<file path="config.mk">
export PLATFORM = sky130hd
export DESIGN_NAME = sgdt_win_queue
export DESIGN_NICKNAME = d
export VERILOG_FILES = /design/src/hdl/sgdt_pkg.sv /design/src/hdl/sgdt_win_queue.sv
export SDC_FILE = /design/constraint.sdc
export NUM_CORES = 1
export LEC_CHECK = 0
export ABC_AREA = 1
export BUFFER_PORTS_ARGS = -buffer_cell sky130_fd_sc_hd__buf_4
export CORE_MARGIN = 1.5
export CORE_UTILIZATION = 55
export CTS_BUF_LIST = sky130_fd_sc_hd__clkbuf_8
export CTS_CLUSTER_DIAMETER = 100
export DETAILED_ROUTE_END_ITERATION = 8
export PLACE_DENSITY_LB_ADDON = 0.12
export SYNTH_ARGS = -nofsm -noshare
export SYNTH_HDL_FRONTEND = slang
export SYNTH_SLANG_ARGS = --single-unit
</file>
<file path="constraint.sdc">
create_clock -name clk -period 8.84 [get_ports clk]
set_input_delay 0.442 -clock clk [delete_from_list [all_inputs] [get_ports clk]]
set_output_delay 0.442 -clock clk [all_outputs]
set_load 0.005 [all_outputs]
</file>
<file path="src/hdl/sgdt_pkg.sv">
`default_nettype none
// ----------------------------------------------------------------------------
// sgdt_pkg
// Types and constants shared by the Sobel gradient double threshold block.
// ----------------------------------------------------------------------------
package sgdt_pkg;

  localparam int MAX_WIDTH  = 1024;
  localparam int MAX_HEIGHT = 4096;
  localparam int MIN_DIM    = 3;

  localparam int PIX_W  = 8;
  localparam int COL_W  = $clog2(MAX_WIDTH);
  localparam int ROW_W  = $clog2(MAX_HEIGHT);
  localparam int WCFG_W = 11;
  localparam int HCFG_W = 13;
  localparam int THR_W  = 21;
  localparam int MAG_W  = 21;
  localparam int SQ_W   = 20;
  localparam int GRAD_W = 11;
  localparam int CLS_W  = 2;

  // line store holds the upper and middle rows side by side
  localparam int LINE_W = 2 * PIX_W;

  // window queue between front and back
  localparam int MQ_DEPTH = 8;
  localparam int MQ_AW    = $clog2(MQ_DEPTH);
  localparam int MQ_CW    = $clog2(MQ_DEPTH + 1);

  // result queue at the output
  localparam int OQ_DEPTH = 8;
  localparam int OQ_AW    = $clog2(OQ_DEPTH);
  localparam int OQ_CW    = $clog2(OQ_DEPTH + 1);

  // configuration register indexes
  localparam int CFG_IDX_W = 2;
  localparam int CFG_DATA_W = 21;
  localparam logic [CFG_IDX_W-1:0] REG_IMAGE_WIDTH  = 2'd0;
  localparam logic [CFG_IDX_W-1:0] REG_IMAGE_HEIGHT = 2'd1;
  localparam logic [CFG_IDX_W-1:0] REG_LOW_THR_SQ   = 2'd2;
  localparam logic [CFG_IDX_W-1:0] REG_HIGH_THR_SQ  = 2'd3;

  localparam logic [WCFG_W-1:0] RST_IMAGE_WIDTH  = 11'd640;
  localparam logic [HCFG_W-1:0] RST_IMAGE_HEIGHT = 13'd480;
  localparam logic [THR_W-1:0]  RST_LOW_THR_SQ   = 21'd4900;
  localparam logic [THR_W-1:0]  RST_HIGH_THR_SQ  = 21'd19600;

  typedef struct packed {
    logic [PIX_W-1:0] pixel;
    logic             frame_start;
  } in_item_t;

  typedef struct packed {
    logic [CLS_W-1:0] edge_class;
    logic [MAG_W-1:0] magnitude_sq;
    logic [ROW_W-1:0] center_row;
    logic [COL_W-1:0] center_col;
  } out_item_t;

  // one 3x3 window, row major, entry 0 top left
  typedef struct packed {
    logic [8:0][PIX_W-1:0] pix;
    logic [ROW_W-1:0]      center_row;
    logic [COL_W-1:0]      center_col;
  } win_item_t;

endpackage
`default_nettype wire

</file>
<file path="src/hdl/sgdt_win_queue.sv">
`default_nettype none
// ----------------------------------------------------------------------------
// sgdt_win_queue
// Short first-word-fall-through queue of windows between front and back.
// ----------------------------------------------------------------------------
module sgdt_win_queue (
  input  wire logic                        clk,
  input  wire logic                        rst_n,
  input  wire logic                        push,
  input  wire sgdt_pkg::win_item_t         push_item,
  input  wire logic                        pop,
  output logic                             valid,
  output sgdt_pkg::win_item_t              head_item,
  output logic [sgdt_pkg::MQ_CW-1:0]       level
);

  localparam int AW = sgdt_pkg::MQ_AW;
  localparam int CW = sgdt_pkg::MQ_CW;

  sgdt_pkg::win_item_t mem_r [sgdt_pkg::MQ_DEPTH];
  logic [AW-1:0] wr_ptr_r, rd_ptr_r;
  logic [CW-1:0] level_r;
  logic          do_pop;

  assign valid     = (level_r != '0);
  assign do_pop    = pop & valid;
  assign head_item = mem_r[rd_ptr_r];
  assign level     = level_r;

  always_ff @(posedge clk) begin
    if (!rst_n) begin
      wr_ptr_r <= '0;
      rd_ptr_r <= '0;
      level_r  <= '0;
    end else begin
      if (push) begin
        wr_ptr_r <= wr_ptr_r + AW'(1);
      end
      if (do_pop) begin
        rd_ptr_r <= rd_ptr_r + AW'(1);
      end
      level_r <= level_r + CW'(push) - CW'(do_pop);
    end
  end

  always_ff @(posedge clk) begin
    if (push) begin
      mem_r[wr_ptr_r] <= push_item;
    end
  end

endmodule
`default_nettype wire

</file>
Word level (Yosys, flattened, before mapping)

Memories as Yosys holds them, arrays and structs flattened. A register that Yosys moved wholly into a read port is not among the register bits.
Index checks and enable logic that the tools add are counted.

Memory bits (writable): 752
Logic and storage cells: 14
Register bits: 10
Memories: 1

Memories:

| name  | depth | bits a word | read ports | clocked after memory_dff | wr ports | RTL line             | source |
|---|---|---|---|---|---|---|---|
| mem_r | 8     | 94          | 1          | 1                        | 1        | sgdt_win_queue.sv:20 | `sgdt_pkg::win_item_t mem_r [sgdt_pkg::MQ_DEPTH];` |

Add/sub/neg operators: 4
Bitwise gates (word level): 1
Mux-type cells: 4
Reduce and logical (&&, ||, !) cells: 1

Operators with widths:

| operator                                    | count |
|---|---|
| adder 3 x 1 -> 3 bit, second input constant | 2 |
| two-way mux 3 bit                           | 2 |
| adder 4 x 1 -> 4 bit                        | 1 |
| nonzero test 4 bit                          | 1 |
| subtractor 4 x 1 -> 4 bit                   | 1 |
| two-way mux 1 bit                           | 2 |
| bitwise AND 1 bit                           | 1 |

Longest topological paths before layout

Depth in word-level cells: 4
Gate-level depth with buffers: 11
Mapped depth without buffers: 11

Worst setup path after synthesis

Ideal clock, no wire load.

Path kind: in2reg
Start point: input port push
End point: memory mem_r[0][0] in the netlist's numbering (enable)
Path slack: 3,567 ps
Arrival time: 4,726 ps
Required time: 8,293 ps
Cell stages on the path: 3
Path buffers: 0
Library setup time: 547 ps
Cells stage by stage: inv_1 > or2_2 > nor2_1

Cells in the longest elaborated chain, start to end: 2

RTL lines:

| what                                    | RTL line             | source |
|---|---|---|
| from (decl)                             | sgdt_win_queue.sv:9  | `input wire logic push,` |
| two-way mux 1 bit                       | sgdt_win_queue.sv:47 | `if (push) begin` |
| two-way mux 1 bit (not written as such) | sgdt_win_queue.sv:48 | `mem_r[wr_ptr_r] <= push_item;` |
| to (decl)                               | sgdt_win_queue.sv:20 |  |

Every way passes these cells.

==> flow_summary.toml <==
[detailed_routing]
via_count = 22500
detailedRoute.firstPassIterationCount = 8
drc = 0
route.detailed.wl_per_inst_um = 16.9
finalWirelength_um = 76300
drt_first_iter_violations = 1641
ant_nets = 0
viasPerCell = 4.97

[worst_setup_path]
crit_top_cell = "sky130_fd_sc_hd__nand2_1"
worst-r2r-setup-slack_ps = 6000
required_time_of_the_critical_path_ps = 8400
critPathSlowestCell = "sky130_fd_sc_hd__dfxtp_4"
cp_slowest_stage_delay_ps = 910
start_kind = "flip-flop"
timing.setup.critical_path_class = "flip-flop to output pin"
worst-path-max-fanout = 213
worstPathCellList = "clkinv_8, buf_4, buf_4, nand2_1, nand3_1, nand2_1, nand2_1, nand2_1, buf_4"
timing.critical_path.to_type = "output pin"
timing.critical_path.arrival_ps = 4460

[finish]
layout_common_cells = "1,237 x sky130_fd_sc_hd__nand2_1, 809 x sky130_fd_sc_hd__inv_1, 752 x sky130_fd_sc_hd__edfxtp_1, 382 x sky130_fd_sc_hd__nand3_1, 219 x sky130_fd_sc_hd__buf_4"
synthToLayoutAreaGrowth_pct = 15.4
final.fill_count = 4712
finalNetCount = 3749
mostFrequentLayoutCell = "sky130_fd_sc_hd__nand2_1"
drive_above_1_share_pct = 10.5

[sta]
final_setup_violating_endpoints = 0
fmax_ghz = 0.204
setup-tns-final_ps = 0
final-max-slew-violation-count = 0
final-hold-violation-count = 0
min_period_over_period_pct = 55.4
timing_worst_slew_pin_value_ps = 1160
fin_hold_ws_ps = 442
relSlewSlack_pct = 22.4
post-route-worst-setup-slack_ps = 3940
fin_worst_skew_ps = 30.0
unrepaired_setup_endpoints_after_global_routing = "no"
final.min_clock_period_ps = 4900

[power_and_ir_drop]
cellPowerDensity_nw_per_um2 = 236
comb_power_share_pct = 22.8
power.ir.vdd_worst_mv = 0.153
power.leakage_nw = 17.9
power.share.switching_pct = 30.5
cellInternalPower_mw = 6.32
net-switching-power_mw = 2.77
power_frac_clock_pct = 31.3
seq_power_share_pct = 45.9

[clock_tree]
cts.repair_timing.setup_buffer_count = 0
tritoncts_num_sinks = 765
cts_hold_buffers = 98
cts_resized = 0
ctsLongestPathBuffers = 3
path_clk_slew_ps = 60
tritoncts.num_buffers = 131
clock_tree.root_cell = "sky130_fd_sc_hd__clkbuf_8"
htree_levels = 4
clkLatencyLatePin_ps = 780
cts_tree = "built"

[run_status]
run_status = "finished clean"

[logic_synthesis]
yosys_warnings = 0
syn_avg_cell_area_um2 = 10.0
synth.net_count = 3443
fraction_of_the_mapped_netlist_area_in_compound_gates_pct = 0.180
synth-xor-area-share_pct = 0
yosys_register_bits = 765
synth_top_family_by_area = "simple AND/OR/NAND/NOR gates"
netlist_area_um2 = 33400
syn-instance-count = 3338
ys_seq_area_share_pct = 68.3
yosys.area_share.adder_pct = 0.284
mux_cell_area_share_after_synthesis_pct = 0
post_synth_and_or_nand_nor_area_fraction_pct = 19.8
netlist-cell-type-count = 17

[placement]
preCtsSetupSlack_ps = 4590
placer_congestion = 0.775
hpwl_um = 38000
placement.io_buffers = 196

[floorplanning]
io_pins = 197
floorplan.core_area_um2 = 60200
floorplan.initialDensity_pct = 55.5
die_height_um = 250
rows = 90
floorplan.die_area_um2 = 62300
dieWidth_um = 250

[grt]
first_pass_grt_wire_length_um = 119000
grt_use_total_pct = 24.9
grt.overflow.total = 0
maximum_number_of_pins_on_one_net_before_global_route_repair = 214
antenna_found_initial = 7
first_global_vias = 22000

[worst_hold_path]
holdCritPathClass = "primary input to flip-flop"

[run]
max_cap_violations = 0
## routing by layer
| layer | up-vias | wire length (µm) | track usage (%) |
|---|---|---|---|
| met5 | - | 37 | 0 |
| met4 | 6 | 1750 | 9.44 |
| met3 | 122 | 4760 | 4.97 |
| met2 | 660 | 37800 | 42.3 |
| met1 | 10700 | 32000 | 31.7 |
| li1 | 11000 | - | - |
## critical path, delay by kind of cell, from the launching register on
family                 cells  cell delay [ps]
buffers and inverters      4             2170
DFF                        1              910
and+or+nand+nor            5              560
## logic make-up after synthesis
group / after synthesis
flops: 765
fa+ha+maj: 7
buf+inv: 916
compound gates: 12
simple gates: 1638
## stage by stage
| stage | cell area (µm²) | power [mW] | utilization (%) | cells |
|---|---|---|---|---|
| after detailed placement | 35300 | 6.29 | 58.6 | 4195 |
| after CTS | 38600 | 9.18 | 64.0 | 4520 |
| after global routing | 38600 | 9.57 | 64.0 | 4524 |
| final | 38600 | 9.09 | 64.0 | 4526 |
| after floorplan | 33400 | 5.55 | - | 3338 |
| after global placement | 35300 | 6.24 | 58.6 | 4195 |
## power by group through the flow
| stage | combinational [mW] | clock (mW) | sequential (mW) |
|---|---|---|---|
| detailed placement | 2.04 | 0 | 4.25 |
| finish | 2.07 | 2.85 | 4.17 |
| global placement | 1.99 | 0 | 4.25 |
| global route | 2.31 | 3.07 | 4.18 |
| CTS | 2.09 | 2.92 | 4.18 |
| floorplan | 1.36 | 0 | 4.19 |
## registers in the layout, indices dropped and copies added, names as in the netlist, named ones only
signal / cells
mem_r: 752
level: 4
rd_ptr_r: 3
wr_ptr_r: 3
## cell usage after synthesis
| master | instances | area [µm²] |
|---|---|---|
| sky130_fd_sc_hd__buf_6 | 27 | 304 |
| sky130_fd_sc_hd__dfxtp_1 | 13 | 260 |
| sky130_fd_sc_hd__buf_1 | 6 | 22.5 |
| sky130_fd_sc_hd__nand2_1 | 1237 | 4640 |
| sky130_fd_sc_hd__inv_4 | 2 | 12.5 |
| sky130_fd_sc_hd__or2_2 | 2 | 12.5 |
| sky130_fd_sc_hd__ha_1 | 6 | 75.1 |
| sky130_fd_sc_hd__clkbuf_1 | 16 | 60.1 |
| sky130_fd_sc_hd__o21ai_0 | 4 | 20.0 |
| sky130_fd_sc_hd__buf_2 | 78 | 390 |
| sky130_fd_sc_hd__buf_4 | 19 | 143 |
| sky130_fd_sc_hd__a21oi_1 | 8 | 40.0 |
| sky130_fd_sc_hd__edfxtp_1 | 752 | 22600 |
| sky130_fd_sc_hd__nor2_1 | 17 | 63.8 |
| sky130_fd_sc_hd__fa_1 | 1 | 20.0 |
| sky130_fd_sc_hd__inv_1 | 768 | 2880 |
| sky130_fd_sc_hd__nand3_1 | 382 | 1910 |
## worst paths after layout
| check | end | cells past startpoint | from |
|---|---|---|---|
| max | head_item[71] | 9 | flip-flop |
| min | mem_r[3][32] | 2 | push_item[32] |
| max reg2reg | mem_r[4][71] | 4 | wr_ptr_r[0] |
| min reg2reg | wr_ptr_r[0] | 2 | wr_ptr_r[0] |
## layout make-up
| type | instances | area, µm² | area share, % |
|---|---|---|---|
| timing repair buffer | 319 | 2670 | 6.91 |
| clock inverter | 93 | 462 | 1.20 |
| sequential | 765 | 22900 | 59.2 |
| antenna | 6 | 15.0 | 0.0389 |
| multi-input combinational | 1657 | 6850 | 17.7 |
| inverter | 770 | 2910 | 7.55 |
| tap | 782 | 978 | 2.54 |
| clock buffer | 134 | 1840 | 4.78 |
Note: power is estimated with default switching activity, not from simulation.
