**config.mk**
```make
export PLATFORM = sky130hd
export DESIGN_NAME = sgdt_back
export DESIGN_NICKNAME = d
export VERILOG_FILES = /design/src/hdl/sgdt_pkg.sv /design/src/hdl/sgdt_back.sv
export SDC_FILE = /design/constraint.sdc
export NUM_CORES = 1
export LEC_CHECK = 0
export BUFFER_PORTS_ARGS = -buffer_cell sky130_fd_sc_hd__buf_4
export CAP_MARGIN = 20
export CORE_MARGIN = 4
export CORE_UTILIZATION = 45
export DETAILED_ROUTE_END_ITERATION = 10
export GPL_TIMING_DRIVEN = 0
export SETUP_SLACK_MARGIN = 0.5
export SYNTH_ARGS = -nofsm -noshare
export SYNTH_HDL_FRONTEND = slang
export SYNTH_SLANG_ARGS = --single-unit
```
**constraint.sdc**
```tcl
create_clock -name clk -period 8 [get_ports clk]
set_input_delay 1.2 -clock clk [delete_from_list [all_inputs] [get_ports clk]]
set_output_delay 1.2 -clock clk [all_outputs]
set_load 0.01 [all_outputs]
```
**src/hdl/sgdt_pkg.sv**
```systemverilog
`default_nettype none
// ----------------------------------------------------------------------------
// sgdt_pkg
// Types and constants shared by the Sobel gradient double threshold block.
// ----------------------------------------------------------------------------
package sgdt_pkg;

  localparam int MAX_WIDTH  = 1024;
  localparam int MAX_HEIGHT = 4096;
  localparam int MIN_DIM    = 3;

  localparam int PIX_W  = 8;
  localparam int COL_W  = $clog2(MAX_WIDTH);
  localparam int ROW_W  = $clog2(MAX_HEIGHT);
  localparam int WCFG_W = 11;
  localparam int HCFG_W = 13;
  localparam int THR_W  = 21;
  localparam int MAG_W  = 21;
  localparam int SQ_W   = 20;
  localparam int GRAD_W = 11;
  localparam int CLS_W  = 2;

  // line store holds the upper and middle rows side by side
  localparam int LINE_W = 2 * PIX_W;

  // window queue between front and back
  localparam int MQ_DEPTH = 8;
  localparam int MQ_AW    = $clog2(MQ_DEPTH);
  localparam int MQ_CW    = $clog2(MQ_DEPTH + 1);

  // result queue at the output
  localparam int OQ_DEPTH = 8;
  localparam int OQ_AW    = $clog2(OQ_DEPTH);
  localparam int OQ_CW    = $clog2(OQ_DEPTH + 1);

  // configuration register indexes
  localparam int CFG_IDX_W = 2;
  localparam int CFG_DATA_W = 21;
  localparam logic [CFG_IDX_W-1:0] REG_IMAGE_WIDTH  = 2'd0;
  localparam logic [CFG_IDX_W-1:0] REG_IMAGE_HEIGHT = 2'd1;
  localparam logic [CFG_IDX_W-1:0] REG_LOW_THR_SQ   = 2'd2;
  localparam logic [CFG_IDX_W-1:0] REG_HIGH_THR_SQ  = 2'd3;

  localparam logic [WCFG_W-1:0] RST_IMAGE_WIDTH  = 11'd640;
  localparam logic [HCFG_W-1:0] RST_IMAGE_HEIGHT = 13'd480;
  localparam logic [THR_W-1:0]  RST_LOW_THR_SQ   = 21'd4900;
  localparam logic [THR_W-1:0]  RST_HIGH_THR_SQ  = 21'd19600;

  typedef struct packed {
    logic [PIX_W-1:0] pixel;
    logic             frame_start;
  } in_item_t;

  typedef struct packed {
    logic [CLS_W-1:0] edge_class;
    logic [MAG_W-1:0] magnitude_sq;
    logic [ROW_W-1:0] center_row;
    logic [COL_W-1:0] center_col;
  } out_item_t;

  // one 3x3 window, row major, entry 0 top left
  typedef struct packed {
    logic [8:0][PIX_W-1:0] pix;
    logic [ROW_W-1:0]      center_row;
    logic [COL_W-1:0]      center_col;
  } win_item_t;

endpackage
`default_nettype wire

```
**src/hdl/sgdt_back.sv**
```systemverilog
`default_nettype none
// ----------------------------------------------------------------------------
// sgdt_back
// Sobel sums, squared magnitude and double threshold, with the result queue.
// ----------------------------------------------------------------------------
module sgdt_back (
  input  wire logic                         clk,
  input  wire logic                         rst_n,
  input  wire logic                         mq_valid,
  input  wire sgdt_pkg::win_item_t          mq_item,
  output logic                              mq_pop,
  input  wire logic [sgdt_pkg::THR_W-1:0]   low_thr_sq,
  input  wire logic [sgdt_pkg::THR_W-1:0]   high_thr_sq,
  output logic                              out_empty,
  input  wire logic                         out_pop,
  output sgdt_pkg::out_item_t               out_data
);

  localparam int PIX_W  = sgdt_pkg::PIX_W;
  localparam int GRAD_W = sgdt_pkg::GRAD_W;
  localparam int SUM_W  = PIX_W + 2;
  localparam int SQ_W   = sgdt_pkg::SQ_W;
  localparam int MAG_W  = sgdt_pkg::MAG_W;
  localparam int ROW_W  = sgdt_pkg::ROW_W;
  localparam int COL_W  = sgdt_pkg::COL_W;
  localparam int AW     = sgdt_pkg::OQ_AW;
  localparam int CW     = sgdt_pkg::OQ_CW;

  logic [CW+1:0] oq_pending;
  logic          take;

  logic [8:0][PIX_W-1:0] w;
  logic [SUM_W-1:0]      x_pos, x_neg, y_pos, y_neg;

  logic                     b1_v_r, b2_v_r, b3_v_r;
  logic signed [GRAD_W-1:0] gx_r, gy_r;
  logic signed [2*GRAD_W-1:0] gxx, gyy;
  logic [SQ_W-1:0]          gxx_r, gyy_r;
  logic [MAG_W-1:0]         mag_r;
  logic [ROW_W-1:0]         b1_row_r, b2_row_r, b3_row_r;
  logic [COL_W-1:0]         b1_col_r, b2_col_r, b3_col_r;
  logic [sgdt_pkg::CLS_W-1:0] cls;
  sgdt_pkg::out_item_t      res;

  sgdt_pkg::out_item_t oq_mem_r [sgdt_pkg::OQ_DEPTH];
  logic [AW-1:0] oq_wr_r, oq_rd_r;
  logic [CW-1:0] oq_level_r;
  logic          oq_pop;

  // reserve a result slot for everything in the arithmetic pipe
  assign oq_pending = (CW+2)'(oq_level_r) + (CW+2)'(b1_v_r)
                    + (CW+2)'(b2_v_r) + (CW+2)'(b3_v_r);
  assign take   = mq_valid && (oq_pending < (CW+2)'(sgdt_pkg::OQ_DEPTH));
  assign mq_pop = take;

  assign w     = mq_item.pix;
  assign x_pos = SUM_W'(w[2]) + {1'b0, w[5], 1'b0} + SUM_W'(w[8]);
  assign x_neg = SUM_W'(w[0]) + {1'b0, w[3], 1'b0} + SUM_W'(w[6]);
  assign y_pos = SUM_W'(w[6]) + {1'b0, w[7], 1'b0} + SUM_W'(w[8]);
  assign y_neg = SUM_W'(w[0]) + {1'b0, w[1], 1'b0} + SUM_W'(w[2]);

  assign gxx = gx_r * gx_r;
  assign gyy = gy_r * gy_r;

  always_ff @(posedge clk) begin
    if (!rst_n) begin
      b1_v_r <= 1'b0;
      b2_v_r <= 1'b0;
      b3_v_r <= 1'b0;
    end else begin
      b1_v_r <= take;
      b2_v_r <= b1_v_r;
      b3_v_r <= b2_v_r;
    end
  end

  always_ff @(posedge clk) begin
    gx_r     <= $signed({1'b0, x_pos}) - $signed({1'b0, x_neg});
    gy_r     <= $signed({1'b0, y_pos}) - $signed({1'b0, y_neg});
    b1_row_r <= mq_item.center_row;
    b1_col_r <= mq_item.center_col;
    gxx_r    <= gxx[SQ_W-1:0];
    gyy_r    <= gyy[SQ_W-1:0];
    b2_row_r <= b1_row_r;
    b2_col_r <= b1_col_r;
    mag_r    <= MAG_W'(gxx_r) + MAG_W'(gyy_r);
    b3_row_r <= b2_row_r;
    b3_col_r <= b2_col_r;
  end

  assign cls = sgdt_pkg::CLS_W'(mag_r > low_thr_sq)
             + sgdt_pkg::CLS_W'(mag_r > high_thr_sq);

  always_comb begin
    res.edge_class   = cls;
    res.magnitude_sq = mag_r;
    res.center_row   = b3_row_r;
    res.center_col   = b3_col_r;
  end

  assign out_empty = (oq_level_r == '0);
  assign oq_pop    = out_pop & ~out_empty;
  assign out_data  = oq_mem_r[oq_rd_r];

  always_ff @(posedge clk) begin
    if (!rst_n) begin
      oq_wr_r    <= '0;
      oq_rd_r    <= '0;
      oq_level_r <= '0;
    end else begin
      if (b3_v_r) begin
        oq_wr_r <= oq_wr_r + AW'(1);
      end
      if (oq_pop) begin
        oq_rd_r <= oq_rd_r + AW'(1);
      end
      oq_level_r <= oq_level_r + CW'(b3_v_r) - CW'(oq_pop);
    end
  end

  always_ff @(posedge clk) begin
    if (b3_v_r) begin
      oq_mem_r[oq_wr_r] <= res;
    end
  end

endmodule
`default_nettype wire

```
Word level (Yosys, flattened, before mapping)
Memories as Yosys holds them, arrays and structs flattened. A register that Yosys moved wholly into a read port is not among the register bits. Cells that the tools add are included.

Output and inout bits: 47. RAM bits: 360. Register bits: 162. Memories: 1. Input port bits: 140. Logic and storage cells: 50.

Memories: oq_mem_r (words 8, bits a word 45, rd ports 1, clocked after Yosys merged registers in 1, write ports 1, line sgdt_back.sv:45) `sgdt_pkg::out_item_t oq_mem_r [sgdt_pkg::OQ_DEPTH];`.

Multiply operators: 2. Order comparisons: 3. Add/sub/neg operators: 19. Reduce and logical (&&, ||, !) cells: 2. Mux-type cells: 4. Bitwise logic cells: 2.

Operators by type and width (count): greater-than comparator 21 bit (2); adder 10 x 8 -> 10 bit (4); adder 8 x 9 -> 10 bit (4); multiplier 11 x 11 -> 20 bit (2); subtractor 10 x 10 -> 11 bit (2); adder 20 x 20 -> 21 bit (1); adder 3 x 1 -> 3 bit (second input constant) (2); adder 5 x 1 -> 6 bit (1); adder 6 x 1 -> 6 bit (1); < comparator 6 x 4 -> 1 bit (second input constant) (1); two-way mux 3 bit (2); adder 4 x 1 -> 5 bit (1); adder 4 x 1 -> 4 bit (1); logical NOT 4 bit (1); subtractor 4 x 1 -> 4 bit (1); adder 1 x 1 -> 2 bit (1); two-way mux 1 bit (2); AND 1 bit (1); logical AND 1 bit (1); NOT 1 bit (1).

Logic depth before layout (Yosys ltp)
Depth after elaboration: 5. Depth in mapped cells: 21. Gate-level depth less buffers: 19.

Worst setup path before layout
Ideal clock, no wire load.

Kind: flip-flop to flip-flop. From: register gx_r[10]. To: register gxx_r[18]. Period minus slack after synthesis: 4.943 ns. Buffers on the path: 2. Slack: 3.057 ns. Data arrival time: 4.881 ns. Stages on the path, launching flop included: 19. Cells stage by stage: dfxtp_1 -> clkbuf_1 -> nand2_1 -> fa_1 -> inv_1 -> fa_1 -> fa_1 -> fa_1 -> inv_1 -> fa_1 -> inv_1 -> ha_1 -> clkbuf_1 -> a211oi_1 -> nor2_1 -> nor4_1 -> nor2_1 -> a2111o_1 -> nand3_1.

Longest elaborated chain between the ends: 1.

RTL lines: start, declared (line sgdt_back.sv:36) `logic signed [GRAD_W-1:0] gx_r, gy_r;`; start signal, assigned (line sgdt_back.sv:78) `gx_r <= $signed({1'b0, x_pos}) - $signed({1'b0, x_neg});`; multiplier 11 x 11 -> 20 bit (line sgdt_back.sv:62) `assign gxx = gx_r * gx_r;`; net gxx[18] (line sgdt_back.sv:37) `logic signed [2*GRAD_W-1:0] gxx, gyy;`; end signal, assigned (line sgdt_back.sv:82) `gxx_r <= gxx[SQ_W-1:0];`; end, declared (line sgdt_back.sv:38) `logic [SQ_W-1:0] gxx_r, gyy_r;`.

The timed path passes the listed nets, and every way through them passes these cells. A chain may end at the register's enable or synchronous reset.

Final worst setup path
From: register gx_r[2]. To: register gxx_r[18].

The elaborated chain is that of the path after synthesis.

==> key figures <==
Placement
  • Final GP Congestion: 0.879
  • # placed instances: 3118
  • Post-detail-place hpwl: 45700 µm
  • Port-buffer cells: 178
  • Pre-CTS setup slack: 2270 ps

Clock network
  • Worst-path clk slew: 60 ps
  • Root buffer cell: clkbuf_16
  • Worst skew pair latency: 630 ps
  • Clk sink count: 523
  • Num CTS Buffers: 56
  • Postcts setup bufs: 0
  • Htree depth: 2
  • Clock Path Buffers: 3
  • Cts repair resizes: 0
  • # hold bufs at CTS: 0
  • CTS tree: yes

Synth
  • Syn avg cell area: 14.0 µm²
  • Mapped Area: 29000 µm²
  • Post-Syn Nets: 2652
  • Synth area leader: edfxtp_1
  • Synth Flop Type: edfxtp_1
  • Seq/Total Area, Yosys: 0.485
  • Number of synthesized flops with an enable pin: 360
  • Yosys warnings: 0
  • Post-synthesis cell count: 2077
  • Async SR Flop Fraction: 0
  • Cell variety after synth: 57
  • Yosys reg bits: 523
  • Synth top area share: 0.373
  • Synth top area cells: edfxtp_1 37%, fa_1 18%, dfxtp_1 11%, ha_1 7.8%, mux4_2 7.0%

Layout
  • Register area: 14100 µm²
  • Filler instances: 5300
  • Area of the multi-input gates: 13300 µm²
  • Fin cells: 3225
  • Area delta synth->final: 15.9%
  • Layout cells sized above 1: 0.191
  • Nets@finish: 2905

Min path
  • WHS Path Cells: 0
  • Hold path endpoint: b2_col_r[2]
  • Worst Hold Launch: b1_col_r[2]
  • Hold crit path type: reg2reg

Global routing
  • Initial antenna violation count: 1
  • Largest net degree at the start of global routing: 26
  • Vias in the first global route: 17794
  • GRT Residual Overflow: 0
  • GRT Util Overall: 0.182
  • Global-route wire length before repair: 96200 µm

Critical path
  • CP Capture Type: register
  • Reg-to-reg setup timing slack: 2270 ps
  • Critical Path RT: 8520 ps
  • Reg2reg end: gxx_r[18]
  • Worst r2r path cells: 18
  • Worst Path Max Fanout: 10
  • CP Data Arrival Time: 6250 ps
  • Critical Path Source Type: register
  • Worst R2R Start: gx_r[2]
  • Setup CP Type: reg2reg

Detailed routing
  • Routed WL per cell: 18.7 µm
  • Residual DRC count: 0
  • Via count: 16166
  • Routed Antenna Nets: 0
  • DR iter-0 viols: 817
  • Drt total wl: 60400 µm
  • DR pass1 iterations: 5
  • Vias per cell: 5.01

Floorplanning
  • # rows: 92
  • Ports: 187
  • Die Width: 262 µm
  • Initial Util: 0.457
  • Die H: 262 µm
  • Core area: 63400 µm²
  • Die area: 68500 µm²

STA
  • # setup viols final: 0
  • Slew Limit Fails: 0
  • Final worst path period share: 0.717
  • RSZ-0062 raised after global routing: false
  • Slew @ Worst Pin: 981 ps
  • Slew HR: 0.344
  • Final hold vios: 0
  • Clock Skew: 48.4 ps
  • Setup TNS: 0 ps
  • Tmin final: 5730 ps
  • Setup ws final: 2270 ps
  • Fin Hold WS: 313 ps
  • F_max: 174 MHz

Job
  • Max-cap violation count: 0

Run status
  • Status: complete, no violations
==> worst max path at each step <==
stage	from	end	slack [ps]	depth (start not counted)
3_5_place_dp	gx_r[2]	gxx_r[18]	2270	18
6_report	gx_r[2]	gxx_r[18]	2270	18
5_1_grt	gx_r[2]	gxx_r[18]	1790	18
2_1_floorplan	gx_r[10]	gxx_r[18]	3060	18
3_3_place_gp	b3_v_r	oq_mem_r[0][40]	210	2
4_1_cts	gx_r[2]	gxx_r[18]	2260	18
==> worst max-delay path, stage by stage (launching register included) <==
cell and delay (ps):
dfxtp_1 500, clkbuf_1 480, nand2_1 280, fa_1 580, inv_1 60, fa_1 480
fa_1 520, fa_1 490, inv_1 50, fa_1 470, inv_1 40, ha_1 250
clkbuf_1 180, a211oi_1 260, nor2_1 100, nor4_1 250, nor2_1 120, a2111o_1 390
nand3_1 150
==> sequential cells by signal (all words and copies together), names as in the netlist, 3 cells and up, named ones only <==
name / count
gx_r: 11
b3_row_r: 12
oq_wr_r: 3
gxx_r: 19
b1_row_r: 12
gyy_r: 19
gy_r: 11
b1_col_r: 10
oq_level_r: 4
oq_rd_r: 3
b3_col_r: 10
b2_col_r: 10
b2_row_r: 12
mag_r: 21
oq_mem_r: 360
==> cells by family (layout without fill, tap and decap cells) <==
kind of cell,Yosys count,count (layout),synth area share
flops,523,523,0.485
buf+inv,444,745,0.0579
fa+ha+maj,435,435,0.254
simple gates,302,302,0.0529
compound gates,148,148,0.0354
mux,141,141,0.0895
xor+xnor,84,84,0.0254
other cells,0,1,0
==> metal layers <==
metal | share of wire | routed length, µm | vias up | global-route usage
met5 | 0 | 0 | - | 0
met4 | 0.024 | 1460 | 0 | 0.0472
met3 | 0.049 | 2980 | 76 | 0.0346
met2 | 0.51 | 30700 | 315 | 0.322
met1 | 0.42 | 25200 | 8235 | 0.233
li1 | - | - | 7540 | -
==> layout by cell type (no fill, tap or decap), types with 6 or more instances in the layout <==
master	instances
inv_1	393
edfxtp_1	360
fa_1	254
ha_1	181
buf_4	178
dfxtp_1	163
mux4_2	90
nand2_1	70
nor2_1	64
xnor2_1	64
and2_1	58
clkbuf_16	58
clkbuf_1	46
mux2_2	46
a21oi_1	40
nor2b_1	26
a21o_1	26
o21ai_0	22
xor2_1	20
nand2b_1	13
o21a_1	13
nor3_1	13
nand4_1	11
nand3_1	10
buf_6	10
buf_2	9
and3_1	8
clkinv_2	8
clkinv_4	8
or3_1	6
buf_1	6
nor2_4	6
buf_12	6
==> final cells by class <==
| type | count | area share |
|---|---|---|
| Antenna cell | 1 | 0.0000745 |
| Buffer | 50 | 0.00592 |
| Clock buffer | 73 | 0.0461 |
| Clock inverter | 33 | 0.0107 |
| Inverter | 394 | 0.0440 |
| Multi-Input combinational cell | 1110 | 0.396 |
| Sequential cell | 523 | 0.419 |
| Tap cell | 846 | 0.0315 |
| Timing Repair Buffer | 195 | 0.0471 |
==> synthesized netlist by cell type (6+ instances only) <==
| library cell | instances |
|---|---|
| inv_1 | 393 |
| edfxtp_1 | 360 |
| fa_1 | 254 |
| ha_1 | 181 |
| dfxtp_1 | 163 |
| mux4_2 | 90 |
| nand2_1 | 70 |
| nor2_1 | 70 |
| xnor2_1 | 64 |
| and2_1 | 58 |
| mux2_2 | 46 |
| a21oi_1 | 40 |
| clkbuf_1 | 35 |
| a21o_1 | 26 |
| nor2b_1 | 26 |
| o21ai_0 | 22 |
| xor2_1 | 20 |
| nor3_1 | 15 |
| nand2b_1 | 13 |
| o21a_1 | 13 |
| nand4_1 | 11 |
| nand3_1 | 10 |
| buf_2 | 9 |
| and3_1 | 8 |
| buf_1 | 6 |
| or3_1 | 6 |
==> stage by stage <==
step           instance area (µm²)   util
2_1_floorplan                29000      -
3_3_place_gp                 31400  0.495
3_5_place_dp                 31700  0.500
4_1_cts                      33600  0.530
5_1_grt                      33600  0.530
6_report                     33600  0.530
Power is not shown: default switching activity piles up to over one toggle a cycle in this logic, so the estimate is an artifact.
